<file path="src/rtl/gha_pkg.sv">
package gha_pkg;

    localparam int SLOT_COUNT = 1024;
    localparam int SLOT_AW    = $clog2(SLOT_COUNT);
    localparam int CNT_W      = SLOT_AW + 1;
    localparam int IDX_W      = 10;
    localparam int GEN_W      = 32;
    localparam int MODE_W     = 3;
    localparam int STATUS_W   = 2;

    localparam logic [MODE_W-1:0] MODE_CREATE = 3'd0;
    localparam logic [MODE_W-1:0] MODE_DELETE = 3'd1;
    localparam logic [MODE_W-1:0] MODE_CHECK  = 3'd2;
    localparam logic [MODE_W-1:0] MODE_SETP   = 3'd3;
    localparam logic [MODE_W-1:0] MODE_GETP   = 3'd4;

    localparam logic [STATUS_W-1:0] ST_OK   = 2'd0;
    localparam logic [STATUS_W-1:0] ST_DEAD = 2'd1;
    localparam logic [STATUS_W-1:0] ST_FULL = 2'd2;

    typedef struct packed {
        logic [MODE_W-1:0] mode;
        logic [IDX_W-1:0]  handle_index;
        logic [GEN_W-1:0]  handle_gen;
        logic [IDX_W-1:0]  parent_index;
        logic [GEN_W-1:0]  parent_gen;
    } t_req;

    typedef struct packed {
        logic [STATUS_W-1:0] status;
        logic [IDX_W-1:0]    out_index;
        logic [GEN_W-1:0]    out_gen;
        logic                is_live;
    } t_rsp;

    typedef struct packed {
        logic             live;
        logic [GEN_W-1:0] gen;
        logic [IDX_W-1:0] pidx;
        logic [GEN_W-1:0] pgen;
    } t_slot;

    typedef struct packed {
        logic accept;
        logic pop;
        logic fire;
    } t_cmd;

    typedef struct packed {
        logic create_pop;
        logic out_busy;
    } t_sts;

endpackage

</file>
<file path="src/rtl/gha_ctrl.sv">
module gha_ctrl
    import gha_pkg::*;
(
    input  logic i_clk,
    input  logic i_rst_n,
    input  logic i_valid,
    output logic o_stall,
    input  t_sts i_sts,
    output t_cmd o_cmd
);

    localparam logic [1:0] S_IDLE = 2'd0;
    localparam logic [1:0] S_POP  = 2'd1;
    localparam logic [1:0] S_EXEC = 2'd2;

    logic [1:0] r_state;
    logic [1:0] n_state;

    always_comb begin
        n_state      = r_state;
        o_cmd.accept = 1'b0;
        o_cmd.pop    = 1'b0;
        o_cmd.fire   = 1'b0;
        unique case (r_state)
            S_IDLE: begin
                if (i_valid) begin
                    o_cmd.accept = 1'b1;
                    n_state      = i_sts.create_pop ? S_POP : S_EXEC;
                end
            end
            S_POP: begin
                o_cmd.pop = 1'b1;
                n_state   = S_EXEC;
            end
            S_EXEC: begin
                if (!i_sts.out_busy) begin
                    o_cmd.fire = 1'b1;
                    n_state    = S_IDLE;
                end
            end
            default: begin
                n_state = S_IDLE;
            end
        endcase
    end

    always_ff @(posedge i_clk) begin
        if (!i_rst_n) begin
            r_state <= S_IDLE;
        end else begin
            r_state <= n_state;
        end
    end

    assign o_stall = (r_state != S_IDLE);

    a_fire_idle: assert property (@(posedge i_clk) disable iff (!i_rst_n)
        o_cmd.fire |=> r_state == S_IDLE)
        else $error("fire did not return to idle");

    a_pop_exec: assert property (@(posedge i_clk) disable iff (!i_rst_n)
        o_cmd.pop |=> r_state == S_EXEC)
        else $error("pop not followed by exec");

    a_accept_stall: assert property (@(posedge i_clk) disable iff (!i_rst_n)
        o_cmd.accept |=> o_stall)
        else $error("request side not stalled after accept");

endmodule

</file>
<file path="config.mk">
export PLATFORM = sky130hd
export DESIGN_NAME = gha_ctrl
export DESIGN_NICKNAME = d
export VERILOG_FILES = /design/src/rtl/gha_pkg.sv /design/src/rtl/gha_ctrl.sv
export SDC_FILE = /design/constraint.sdc
export NUM_CORES = 1
export LEC_CHECK = 0
export BUFFER_PORTS_ARGS = -buffer_cell sky130_fd_sc_hd__buf_2
export CORE_AREA = 8 8 45 47
export DETAILED_ROUTE_END_ITERATION = 8
export DIE_AREA = 0 0 53 55
export PLACE_DENSITY_LB_ADDON = 0.05
export REMOVE_ABC_BUFFERS = 1
export SETUP_SLACK_MARGIN = 0.15
export SLEW_MARGIN = 20
export SYNTH_ARGS = -nofsm -noshare
export SYNTH_HDL_FRONTEND = slang
export SYNTH_SLANG_ARGS = --single-unit
</file>
<file path="constraint.sdc">
create_clock -name i_clk -period 0.8 [get_ports i_clk]
set_clock_uncertainty 0.05 [all_clocks]
set_input_delay 0.08 -clock i_clk [delete_from_list [all_inputs] [get_ports i_clk]]
set_output_delay 0.08 -clock i_clk [all_outputs]
set_load 0.005 [all_outputs]
</file>
==> results.txt <==
* Top area cells in the synthesized netlist: dfxtp_1, a221oi_2, nand2b_1, and2b_2, and4_1
* Final critical-path required period: 1041 ps
- The number of hold buffers added after CTS was 0.
- In this run the static leakage power is 0.0001168 uW.
- Starting density of the core: 8.137%
- The finished cells cover 225.2 sq um.
* Worst-margin pin slew: 179.7 ps
- Core footprint: 1384 sq um
* Number of global-route vias before repair: 161
- The clock net in this run drives a total of 2 sinks.
- Number of optimization iterations in the first detailed-route pass: 4
- Number of buffers on the longest clock path: 2
- After synthesis, the netlist uses 9 different library cells.
* Commonest non-fill, non-tap cell in the layout: buf_2
- Mapped Area: 112.6 sq um
* TritonCTS Buffers: 3
* Count of inserted antenna diode cells: 0
- The worst register-to-register path begins at r_state[0].
- Largest fanout on the critical path: 4
- The completed layout was analyzed and its total power is 417.7 uW.
- Cell area reported after detailed placement: 180.2 sq um
* Nets: 32
- The critical path is of the flip-flop to output pin type.
- Total vias in the final route: 130
* Global-route usage over all layers: 3.437%
* Max rail drop VDD: 0.0003323 V
- After detailed routing, the number of remaining DRC violations is 0.
- Setup violations remaining at the end of the flow were counted as 6.
* Routability congestion estimate from global placement: 0.5429
* Total congestion overflow after global routing: 0
* Data arrival, critical path: 910 ps
* Violated checks: negative setup slack
* H-tree depth: 1
- Post-synthesis register bit count: 2
- Max-cap violations: 0
- Total die area: 2915 sq um
* Synthesis warning total: 0
- After detailed routing, the number of vias per cell comes to 3.171.
* Per-cell routed wire length: 9.122 um
- Hold Fails Final Rpt: 0
- In this run the worst setup path terminates at o_cmd[2].
* Class of the tightest hold or removal check: input port to flip-flop
* Result of the run: complete, but fails checks
* Number of flip-flops in the largest register: 2
- Slack of the worst reg-to-reg path: -120 ps
- Number of buffers inserted by port buffering: 8
- Part of the Yosys area used for sequential elements: 35.56%
- The tightest hold path in the finished design has a slack of 41.88 ps.
* Setup repair after global routing missed its margin: yes
* Clock latency on the worst-skew pair: 220 ps
* First-pass GRT wire length: 634 um
- For the worst setup path, the data required time is 670 ps.
* Timing startpoint of the critical path: r_state[0]
- Largest registers ranked by flip-flop count: r_state: 2 flops
- Clock-pin slew was measured on the worst setup and hold paths at 30 ps.
* Share of the clock period used by the worst path after layout: 130.1%
- Height of the die: 55 um
- Compared with the post-synthesis result, the final layout area differs by 100.0%.
* Fraction of layout instances using a drive strength above 1: 76.00%
* Cells after Synth: 12
- The max-slew violation total from the final report was 0.
- Post-synthesis cell type with the largest combined area: dfxtp_1
- Headroom to the max-slew limit came out at 88.02%.
* Kind of start point of the critical path: flip-flop
- In this run, placement finished with an instance count of 37.
* Setup WS post-layout: -240.6 ps
- In this run the mean area of a mapped cell was 9.384 sq um.
* Max Clk Rate: 961.0 MHz
- The die is 53 um wide.
- TritonCTS built the clock tree.
- After filler insertion, the fill cell instance count of the layout stands at 165.
* R2r worst-path depth: 3
* Post-route ant nets: 0
* Cell Pwr Density: 1855 nW/um^2
- Site row count: 14
* Placed wire-length estimate: 294.6 um
* Most used cells in the layout excluding fill and tap cells: buf_2, clkbuf_4, inv_1, nand2b_1, buf_4
* Register with the most flip-flops: r_state
- Starting DRC count in detailed routing: 3
- Sum of routed wire length over all layers: 374 um
* Worst R2R End: r_state[1]
* Area share of the largest cell type after synthesis: 35.56%
- Prior to clock tree synthesis, the placed netlist has a worst setup slack of -69.01 ps.
- The number of antenna violations at the first check in global routing is 0.
- Clock root cell: clkbuf_4
* Worst Setup End Kind: output pin
- Final cell count without fillers: 41
- Pin placement for this block handled 9 I/O pins.
- Entering global routing, the biggest net connects 5 pins.
## cell usage after synthesis
cell type,instances
and2_1,1
nor2_2,1
nor3b_1,1
dfxtp_1,2
and4_1,1
and2b_2,1
inv_1,2
a221oi_2,1
nand2b_1,2
## layer usage
metal / up-vias / track usage [%] / wire length, um
met1: 57 / 3.328 / 166
li1: 66 / - / -
met5: - / 0 / 0
met3: 0 / 1.872 / 36
met4: 0 / 5.172 / 0
met2: 7 / 4.297 / 171
## metrics by stage
step	utilization, %	setup TNS [ps]
finish	16.27	-1059
global route	16.27	-1376
CTS	16.27	-1140
detailed placement	13.02	-223.4
global placement	13.02	-267.8
floorplan	-	0
## logic make-up (layout without fill, tap and decap cells)
family | after synthesis | after routing | synth area share (%)
AO/OA/AOI/OAI | 1 | 1 | 13.33
AND/OR/NAND/NOR | 7 | 7 | 44.46
buffers and inverters | 2 | 15 | 6.669
flip-flops | 2 | 2 | 35.56
## worst min path at each step
stage / cells after the start / slack (ps) / to / startpoint
2_1_floorplan: 1 / 140 / o_cmd[0] / i_sts[0]
6_report: 3 / 40 / r_state[1] / i_rst_n
3_5_place_dp: 3 / 280 / r_state[1] / i_rst_n
5_1_grt: 3 / 40 / r_state[1] / i_rst_n
4_1_cts: 3 / 30 / r_state[1] / i_rst_n
3_3_place_gp: 3 / 290 / r_state[1] / i_rst_n
## area by class of cell
type	instances	area (sq um)	area share, %
flip-flops and latches	2	45.04	20.00
well taps	16	20.02	8.889
multi-input cells	8	75.07	33.33
clock buffers	3	22.52	10.00
repair buffers	10	55.05	24.44
inverters	2	7.507	3.333
## critical path, cell delays in order (launching register included)
cell     delay (ps)
dfxtp_2         330
nor2_4          130
and2_1          130
buf_2           100
## what timing repair did
action	CTS	global route
pin swaps	1	0
setup endpoints to repair	6	6
endpoints found under the hold margin	0	0
resized for setup	5	0
cloned	0	0
buffers inserted	1	0
## power breakdown
part / total [uW] / switching [uW] / internal (uW)
combinational: 82.8 / 32.9 / 49.9
sequential: 118 / 9.84 / 108
clock: 217 / 51.7 / 165
total: 418 / 94.4 / 323
(Power assumes the default switching activity.)
